[src/hw/rtl/tfd_pkg.sv]
// ----------------------------------------------------------------------------
// tfd_pkg
// Shared types and constants of the touch flick detector: event and status
// codes, divider operations, controller command and datapath status bundles.
// ----------------------------------------------------------------------------
package tfd_pkg;

  // Field widths fixed by the interface.
  localparam int PW   = 16;
  localparam int TW   = 10;
  localparam int DENW = 10;
  localparam int VW   = 34;
  localparam int NUMW = 50;

  localparam int MS_WRAP     = 1000;
  localparam int MIN_SAMPLES = 3;
  localparam logic [TW-1:0] MIN_INTERVAL_RST = TW'(10);

  typedef enum logic [1:0] {
    CMD_DOWN = 2'd0,
    CMD_MOVE = 2'd1,
    CMD_UP   = 2'd2,
    CMD_NONE = 2'd3
  } cmd_t;

  localparam logic [1:0] ST_OK      = 2'd0;
  localparam logic [1:0] ST_OPEN    = 2'd1;
  localparam logic [1:0] ST_UNKNOWN = 2'd2;
  localparam logic [1:0] ST_FULL    = 2'd3;

  typedef enum logic [2:0] {
    OP_VX  = 3'd0,
    OP_VY  = 3'd1,
    OP_AX  = 3'd2,
    OP_AY  = 3'd3,
    OP_MVX = 3'd4,
    OP_MVY = 3'd5,
    OP_MAX = 3'd6,
    OP_MAY = 3'd7
  } div_op_t;

  typedef struct packed {
    logic [PW-1:0] x;
    logic [PW-1:0] y;
    logic [TW-1:0] ms;
  } sample_t;

  typedef struct packed {
    logic    capture;
    logic    lookup;
    logic    open_slot;
    logic    rd_last;
    logic    append;
    logic    walk_init;
    logic    load_prev;
    logic    load_cur;
    logic    div_start;
    logic    div_store;
    div_op_t op;
    logic    step;
    logic    finish;
  } ctl_t;

  typedef struct packed {
    logic found;
    logic full;
    cmd_t ev;
    logic n_ge3;
    logic k_last;
    logic k_ge2;
    logic div_done;
  } stat_t;

  // Forward time distance with wrap at one second.
  function automatic logic [TW-1:0] wrap_dist(input logic [TW-1:0] cur,
                                              input logic [TW-1:0] prev);
    logic signed [TW+1:0] d;
    d = $signed({2'b00, cur}) - $signed({2'b00, prev});
    if (d < 0) d = d + (TW+2)'(MS_WRAP);
    if (d < 0) d = d + (TW+2)'(MS_WRAP);
    return d[TW-1:0];
  endfunction

  // Clamp to the signed 32-bit range.
  function automatic logic signed [31:0] sat32(input logic signed [NUMW-1:0] v);
    if (v > $signed(NUMW'(64'sh7FFFFFFF))) return 32'sh7FFFFFFF;
    if (v < -$signed(NUMW'(64'sh80000000))) return 32'sh80000000;
    return v[31:0];
  endfunction

  function automatic logic same_sign(input logic signed [31:0] v,
                                     input logic signed [31:0] a);
    return (v > 0 && a > 0) || (v < 0 && a < 0);
  endfunction

endpackage

[src/hw/rtl/tfd_ctrl.sv]
// ----------------------------------------------------------------------------
// tfd_ctrl
// Controller: sequences lookup, append, history walk and the divider
// operations of one request.
// ----------------------------------------------------------------------------
module tfd_ctrl
  import tfd_pkg::*;
(
  input  logic  clk,
  input  logic  rst,
  input  logic  start,
  output logic  busy,
  input  stat_t st,
  output ctl_t  ctl
);

  typedef enum logic [12:0] {
    S_IDLE   = 13'b0000000000001,
    S_LOOK   = 13'b0000000000010,
    S_DECIDE = 13'b0000000000100,
    S_APPEND = 13'b0000000001000,
    S_CHECK  = 13'b0000000010000,
    S_RD0    = 13'b0000000100000,
    S_PREV   = 13'b0000001000000,
    S_RDK    = 13'b0000010000000,
    S_CUR    = 13'b0000100000000,
    S_DGO    = 13'b0001000000000,
    S_DWAIT  = 13'b0010000000000,
    S_STEP   = 13'b0100000000000,
    S_FIN    = 13'b1000000000000
  } state_t;

  state_t  state, state_next;
  div_op_t op, op_next;

  always_ff @(posedge clk) begin
    if (rst) begin
      state <= S_IDLE;
      op    <= OP_VX;
    end else begin
      state <= state_next;
      op    <= op_next;
    end
  end

  assign busy = (state != S_IDLE);

  // Next state and commands.
  always_comb begin
    state_next = state;
    op_next    = op;
    ctl        = '0;
    ctl.op     = op;
    case (state)
      S_IDLE: begin
        if (start) begin
          ctl.capture = 1'b1;
          state_next  = S_LOOK;
        end
      end
      S_LOOK: begin
        ctl.lookup = 1'b1;
        state_next = S_DECIDE;
      end
      S_DECIDE: begin
        state_next = S_FIN;
        case (st.ev)
          CMD_DOWN: ctl.open_slot = !st.found && !st.full;
          CMD_MOVE, CMD_UP: begin
            if (st.found) begin
              ctl.rd_last = 1'b1;
              state_next  = S_APPEND;
            end
          end
          default: ;
        endcase
      end
      S_APPEND: begin
        ctl.append = 1'b1;
        state_next = (st.ev == CMD_UP) ? S_CHECK : S_FIN;
      end
      S_CHECK: begin
        if (st.n_ge3) begin
          ctl.walk_init = 1'b1;
          state_next    = S_RD0;
        end else begin
          state_next = S_FIN;
        end
      end
      S_RD0: state_next = S_PREV;
      S_PREV: begin
        ctl.load_prev = 1'b1;
        state_next    = S_RDK;
      end
      S_RDK: state_next = S_CUR;
      S_CUR: begin
        ctl.load_cur = 1'b1;
        op_next      = OP_VX;
        state_next   = S_DGO;
      end
      S_DGO: begin
        ctl.div_start = 1'b1;
        state_next    = S_DWAIT;
      end
      S_DWAIT: begin
        if (st.div_done) begin
          ctl.div_store = 1'b1;
          state_next    = S_DGO;
          case (op)
            OP_VX:  op_next = OP_VY;
            OP_VY: begin
              if (st.k_ge2) op_next = OP_AX;
              else state_next = S_STEP;
            end
            OP_AX:  op_next = OP_AY;
            OP_AY:  state_next = S_STEP;
            OP_MVX: op_next = OP_MVY;
            OP_MVY: op_next = OP_MAX;
            OP_MAX: op_next = OP_MAY;
            OP_MAY: state_next = S_FIN;
            default: state_next = S_FIN;
          endcase
        end
      end
      S_STEP: begin
        ctl.step = 1'b1;
        if (st.k_last) begin
          op_next    = OP_MVX;
          state_next = S_DGO;
        end else begin
          state_next = S_RDK;
        end
      end
      S_FIN: begin
        ctl.finish = 1'b1;
        state_next = S_IDLE;
      end
      default: state_next = S_IDLE;
    endcase
  end

endmodule

[config.mk]
export PLATFORM = sky130hd
export DESIGN_NAME = tfd_ctrl
export DESIGN_NICKNAME = d
export VERILOG_FILES = /design/src/hw/rtl/tfd_pkg.sv /design/src/hw/rtl/tfd_ctrl.sv
export SDC_FILE = /design/constraint.sdc
export NUM_CORES = 1
export LEC_CHECK = 0
export BUFFER_PORTS_ARGS = -buffer_cell sky130_fd_sc_hd__buf_2
export CAP_MARGIN = 0
export CORE_MARGIN = 2
export CORE_UTILIZATION = 50
export DETAILED_ROUTE_END_ITERATION = 8
export MAX_ROUTING_LAYER = met4
export PLACE_DENSITY = 0.74
export SLEW_MARGIN = 40
export SYNTH_ARGS = -nofsm -noshare
export SYNTH_HDL_FRONTEND = slang
export SYNTH_SLANG_ARGS = --single-unit
[constraint.sdc]
create_clock -name clk -period 2.9 [get_ports clk]
set_input_delay 0.58 -clock clk [delete_from_list [all_inputs] [get_ports clk]]
set_output_delay 0.58 -clock clk [all_outputs]
set_load 0.02 [all_outputs]
* Word-level counts from Yosys, hierarchy flattened
Cells that the tools add are included.
** Cells by class
- $add $sub $neg :: 0
- Multipliers :: 0
- Div/mod/pow operators :: 0
- Order comparisons :: 0
- Eq/ne operators :: 28
- Shifts and indexed selects :: 0
- Muxes and demuxes :: 32
- Bitwise operators :: 0
- Reduce and logical (&&, ||, !) cells :: 9
** Operator list (number)
- case mux 13 bit (12 select lines) :: 1
- 2-to-1 mux 13 bit :: 6
- case mux 13 bit (3 select lines) :: 1
- case mux 3 bit (6 select lines) :: 1
- 2-to-1 mux 1 bit :: 16
- == test 13 x 1 -> 1 bit (second input constant) :: 1
- == test 13 x 10 -> 1 bit (second input constant) :: 1
- == test 13 x 11 -> 1 bit (second input constant) :: 1
- == test 13 x 12 -> 1 bit (second input constant) :: 1
- == test 13 bit (second input constant) :: 1
- == test 13 x 2 -> 1 bit (second input constant) :: 1
- == test 13 x 3 -> 1 bit (second input constant) :: 1
- == test 13 x 4 -> 1 bit (second input constant) :: 1
- == test 13 x 5 -> 1 bit (second input constant) :: 1
- == test 13 x 6 -> 1 bit (second input constant) :: 1
- == test 13 x 7 -> 1 bit (second input constant) :: 1
- == test 13 x 8 -> 1 bit (second input constant) :: 1
- == test 13 x 9 -> 1 bit (second input constant) :: 1
- inequality test 13 x 1 -> 1 bit (second input constant) :: 1
- == test 3 bit (second input constant) :: 4
- 2-to-1 mux 12 bit :: 1
- 2-to-1 mux 10 bit :: 1
- 2-to-1 mux 3 bit :: 3
- case mux 3 bit (3 select lines) :: 1
- 16 further kinds :: 20
** Word-level totals
- Register bits after elaboration :: 16
- Bits in latches :: 0
- RAM bits :: 0
- ROM bits :: 0
- Input bits :: 11
- Output and inout port bits :: 16
- Word-level logic and storage cells :: 71
- Memories kept :: 0

* Depth between registers and ports, before layout
Gate-level depths: netlist of run 1.
- Depth in word-level cells :: 4
- Gate-level depth with buffers :: 6
- Mapped depth without buffers :: 6

* Worst setup path after synthesis of run 1
OpenSTA, ideal clock, no wires.
- Path type :: flip-flop to output port
- From :: reg state[7]
- To :: out ctl[12] in the netlist's numbering
- Arrival :: 1717 ps
- Data required time :: 2320 ps
- Path slack :: 603 ps
- Cell stages (with the launch flop) :: 4
- Path buffers :: 0
- Path through :: dfxtp_1 -> nor4_4 -> nand4_1 -> nor4b_1
** RTL lines
- from (decl) :: RTL line tfd_ctrl.sv:33 : state_t state, state_next;
- from (signal assigned) :: RTL line tfd_ctrl.sv:41 : state <= state_next;
- to (decl) :: RTL line tfd_ctrl.sv:14 : output ctl_t ctl

==> results.cfg, run 1 <==
[worst_setup_path]
r2r_slack_ns = 1.15
worstPathCellList = nor2_1, nand3_1, nor4_2, buf_2
critPathLaunchType = flip-flop
cp_data_required_time_ns = 2.32
path_class = flip-flop to output port
slowest_stage = nor2_1
endpoint_kind = output port
cp_max_fo = 8
reg2reg_depth = 4
critPathMaxStageDelay_ns = 0.42
crit_arrival_ns = 1.99
timing.rr.start = state[7]
r2r_end = state[7]

[power_and_ir_drop]
p_leak_nw = 0.544
switching_share_pct = 26.6
power_density_nw_per_um2 = 358
netSwitchingPower_mw = 0.118
peakVddDrop_uv = 318
combPwrFrac_pct = 14.6
p_int_mw = 0.326
clockPowerShare_pct = 34.0
seqPwrFrac_pct = 51.3

[global_routing]
overflow = 0
grt_start_max_net_pins = 10
grt_usage_pct = 23.5
grt_pass1_vias = 972
antenna_found_initial = 0
grt_first_pass_wirelength_mm = 4.39

[timing]
slew_headroom_pct = 67.0
period_share_pct = 88.5
fmax_ghz = 0.390
worst_slew_pin_slew_ns = 0.493
hold_viol = 0
slew_viol_final = 0
setup_violations = 0
layout_min_cycle_time_ns = 2.57
fin_setup_tns_ns = 0
skew_ns = 0.0107
rsz0062_at_grt = no

[finish]
area_growth_pct = 17.9
nets = 164
nFillCells = 184
antenna_cells = 0
layoutNonFillerInstCount = 177
drive_gt1_share_pct = 28.0

[yosys]
synth_flop_cell = dfxtp_1
seq_area_frac_synth_pct = 30.5
ys_types = 48
yosys_warnings = 0
synth_edf_count = 0
synth_area_um2 = 1050
syn_avg_cell_area_um2 = 8.54
ys_ff_latch = 16
syn-num-nets = 136
ys_async_sr_fraction_pct = 0
synth_cells = 123

[detailed_routing]
ant_nets = 0
routed_wl_mm = 2.56
routedWlPerCell_um = 14.4
vias = 1055
drc_errors = 0
vias_per_cell = 5.96
drtIter0Drc = 27
drtPass1Iterations = 4

[clock_network]
clockBufferDepth = 2
cts_sinks = 16
path_clk_slew_ns = 0.10
cts_resized = 0
cts_tree = built
cts_buffers = 3
cts-root-buf = clkbuf_4
post-cts-setup-buffers = 0
clk_latency_ns = 0.30
h-tree-depth = 1
postCtsHoldBufs = 0

[min_path]
hold_path_end = op[1]
min_from = rst
min_path_cells = 2
hp-class = input pin to flip-flop

[floorplanning]
die_area_um2 = 2480
io_pins = 27
die_h_um = 49.8
rows = 16
core_area_um2 = 1980
initial_core_util_pct = 53.0
die_w_um = 49.8

[placement]
port_buffers = 26
dp_hpwl_mm = 2.04
routabilityCongestion = 0.885
placed_cells_incl_taps = 173

[run]
maxCapViolCount = 0

[status]
outcome = finished, final reports clean
[flip-flops by register name, indices dropped and copies added, names as in the netlist]
signal / count
state: 13
op: 3
[cell usage after synthesis (2+ instances only)]
cell	number	area, µm²
nand3_1	2	10.0
and4_1	3	26.3
ha_1	2	25.0
nor2_1	9	33.8
a21oi_1	3	15.0
nor3_1	6	30.0
o211ai_1	2	15.0
and2_1	2	12.5
nor4_2	2	25.0
dfxtp_1	16	320
nor3b_1	3	22.5
or4_4	2	22.5
and3_1	6	37.5
nand3b_1	2	15.0
clkbuf_1	2	7.51
nor2b_1	2	12.5
nand2b_1	3	18.8
inv_1	8	30.0
nor3_2	2	20.0
nand4_1	6	37.5
nor4b_1	4	35.0
o21a_1	2	15.0
nand2_1	6	22.5
a31oi_1	2	12.5
o21ai_0	3	15.0
[final cells by class]
type / instances / area [µm²] / share of cell area, %
clock buffers: 4 / 36.3 / 2.93
inverters: 8 / 30.0 / 2.42
multi-input cells: 96 / 688 / 55.6
flip-flops and latches: 16 / 320 / 25.9
well taps: 27 / 33.8 / 2.73
repair buffers: 26 / 130 / 10.5
[worst max-delay path: cells and delay by family (launching register included)]
family        cells  cell delay (ns)
simple gates      3             1.08
flops             1             0.38
buf+inv           1             0.22
[layout by cell type, fill, tap and decap left out, types with 2 or more instances in the layout]
cell type	count
a21oi_1	3
a31oi_1	2
and2_1	2
and3_1	6
and4_1	3
buf_2	26
clkbuf_4	3
dfxtp_1	16
ha_1	2
inv_1	8
nand2_1	6
nand2b_1	3
nand3_1	2
nand3b_1	2
nand4_1	6
nor2_1	9
nor2b_1	2
nor3_1	6
nor3_2	2
nor3b_1	3
nor4_2	2
nor4b_1	4
o211ai_1	2
o21a_1	2
o21ai_0	3
or4_4	2
[cell families (layout without fill, tap and decap cells)]
kind of cell / after synthesis / in the layout / synth area share [%]
adders and majority gates: 2 / 2 / 2.38
AOI/OAI and AO/OA: 24 / 24 / 16.9
buffers and inverters: 11 / 38 / 4.05
and+or+nand+nor: 68 / 68 / 44.5
DFF: 16 / 16 / 30.5
xor gates and xnor gates: 2 / 2 / 1.67
[stage by stage]
step | cell area [µm²] | util, % | hold WS [ns] | setup slack, ns | power (mW)
2_1_floorplan | 1050 | - | 0.574 | 0.603 | 0.274
3_3_place_gp | 1200 | 60.7 | 0.514 | 0.770 | 0.297
3_5_place_dp | 1200 | 60.7 | 0.522 | 0.723 | 0.298
4_1_cts | 1240 | 62.5 | 0.491 | 0.382 | 0.447
5_1_grt | 1240 | 62.5 | 0.510 | 0.204 | 0.466
6_report | 1240 | 62.5 | 0.497 | 0.335 | 0.444
[power by group through the flow]
stage	clock network [mW]	logic, mW	registers [mW]
2_1_floorplan	0	0.0430	0.231
6_report	0.151	0.0650	0.228
5_1_grt	0.165	0.0713	0.229
3_5_place_dp	0	0.0651	0.233
4_1_cts	0.154	0.0653	0.228
3_3_place_gp	0	0.0640	0.233
[worst max-delay path by stage]
stage / from / to / slack (ns)
after floorplan: state[7] / ctl[12] / 0.60
after global placement: state[2] / ctl[8] / 0.77
after detailed placement: state[8] / ctl[8] / 0.72
after CTS: state[9] / ctl[8] / 0.38
after global routing: state[11] / ctl[8] / 0.20
final: state[10] / ctl[8] / 0.33
[layer usage]
layer / vias up / GRT usage (%) / share of wire [%]
met1: 488 / 28.5 / 43
met3: 2 / 6.06 / 6.7
li1: 528 / - / -
met2: 37 / 39.6 / 50
met5: - / - / 0
met4: 0 / 4.17 / 0.27
(Power assumes the default switching activity.)
==> run 2, diff against run 1 <==
Settings changed: CORE_UTILIZATION 50 to 46, PLACE_DENSITY 0.74 to 0.72.
Clock period 2.9 ns to 2.2 ns, I/O delays scaled along.
==> results.cfg, run 2 (synthesized netlist as in run 1, its figures left out) <==
[floorplanning]
initial_core_util_pct = 48.0
die_area_um2 = 2680
die_w_um = 51.8
die_h_um = 51.8
rows = 17
io_pins = 27
core_area_um2 = 2190

[detailed_routing]
vias = 1089
drtIter0Drc = 30
routedWlPerCell_um = 14.4
vias_per_cell = 5.95
drtPass1Iterations = 4
ant_nets = 0
drc_errors = 0
routed_wl_mm = 2.63

[global_routing]
grt_usage_pct = 21.9
grt_pass1_vias = 970
grt_start_max_net_pins = 10
overflow = 0
grt_first_pass_wirelength_mm = 4.34
antenna_found_initial = 0

[worst_setup_path]
cp_data_required_time_ns = 1.76
cp_max_fo = 4
critPathLaunchType = flip-flop
timing.rr.start = state[6]
r2r_end = state[8]
reg2reg_depth = 5
crit_arrival_ns = 1.80
path_class = flip-flop to output port
r2r_slack_ns = 0.49
endpoint_kind = output port

[placement]
port_buffers = 26
dp_hpwl_mm = 2.02
routabilityCongestion = 0.870
placed_cells_incl_taps = 177
pre_cts_slack_ns = 0.202

[clock_network]
cts_buffers = 3
h-tree-depth = 1
path_clk_slew_ns = 0.09
clockBufferDepth = 2
postCtsHoldBufs = 0
cts-root-buf = clkbuf_4
cts_sinks = 16
cts_tree = built
clk_latency_ns = 0.28

[min_path]
min_from = rst
hp-class = input pin to flip-flop
min_path_cells = 2
hold_path_end = op[1]

[finish]
nets = 170
reg_top3 = state (13), op (3)
regMostFlops = state
antenna_cells = 0
multi_input_area_um2 = 737
mostFrequentLayoutCell = buf_2
largest_reg_flops = 13
layout.area.seq_um2 = 333
layout_common_cells = 24 x buf_2, 10 x dfxtp_1, 9 x nor2_1
nFillCells = 192
area_growth_pct = 27.6
drive_gt1_share_pct = 36.8
layoutNonFillerInstCount = 183

[run]
maxCapViolCount = 0

[timing]
setup_violations = 1
skew_ns = 0.00119
period_share_pct = 102
worst_slew_pin_slew_ns = 0.445
slew_viol_final = 0
fmax_ghz = 0.446
hold_viol = 0
slew_headroom_pct = 69.9
rsz0062_at_grt = yes
layout_setup_ws_ns = -0.0422
layout_min_cycle_time_ns = 2.24

[power_and_ir_drop]
peakVddDrop_uv = 332
power_density_nw_per_um2 = 410
p_leak_nw = 0.569

[status]
violations = setup timing
outcome = complete, but fails checks
run 2: changes by cell type in the layout (fill, tap and decap cells not counted), sizes merged:
cell    previous run  this run
buf               26        32
clkbuf             4         3
run 2: how the worst max path moves through the flow:
stage / from / end / slack (ns) / cells after the start
CTS: state[7] / ctl[6] / -0.05 / 4
finish: state[5] / ctl[6] / -0.04 / 4
global placement: state[7] / ctl[6] / 0.23 / 4
floorplan: state[7] / ctl[12] / 0.04 / 3
global route: state[4] / ctl[12] / -0.13 / 5
detailed placement: state[7] / ctl[6] / 0.20 / 4
run 2: per-stage QoR:
stage	cell area, µm²	util (%)	hold slack, ns	TNS [ns]	power (mW)
2_1_floorplan	1050	-	0.513	0	0.362
3_3_place_gp	1230	56.0	0.521	0	0.393
3_5_place_dp	1230	56.0	0.526	0	0.395
4_1_cts	1270	57.9	0.381	-0.0912	0.547
5_1_grt	1340	61.2	0.387	-0.273	0.580
6_report	1340	61.2	0.383	-0.0422	0.550
run 2: where the power goes:
part	internal [mW]	switching (mW)
Clock	0.0635	0.0871
Sequential	0.292	0.00840
Combinational	0.0449	0.0537
run 2: layout make-up:
cell class | count | share of cell area [%]
inverters | 8 | 2.24
flip-flops and latches | 16 | 24.8
repair buffers | 32 | 13.7
multi-input cells | 96 | 54.9
well taps | 28 | 2.61
clock buffers | 3 | 1.68
run 2: per-layer routing:
layer	share of wire (%)	wire length, µm	GRT usage, %	up-vias
li1	-	-	-	541
met2	50	1300	35.3	27
met3	3.6	95	2.87	4
met4	1.0	27	7.02	0
met5	0	0	-	-
met1	46	1200	28.7	517
run 2: worst max-delay path, stage by stage, from the launching register on:
cell     delay [ns]
dfxtp_4        0.37
or4_4          0.59
nor3_4         0.20
and4_4         0.24
buf_6          0.11
run 2: what timing repair did:
| item | 4_1_cts | 5_1_grt |
|---|---|---|
| resized for setup | 5 | 14 |
| setup buffers | 1 | 2 |
| endpoints found under the hold margin | 0 | 0 |
| setup endpoints to repair | 6 | 8 |
| pin swaps | 2 | 3 |
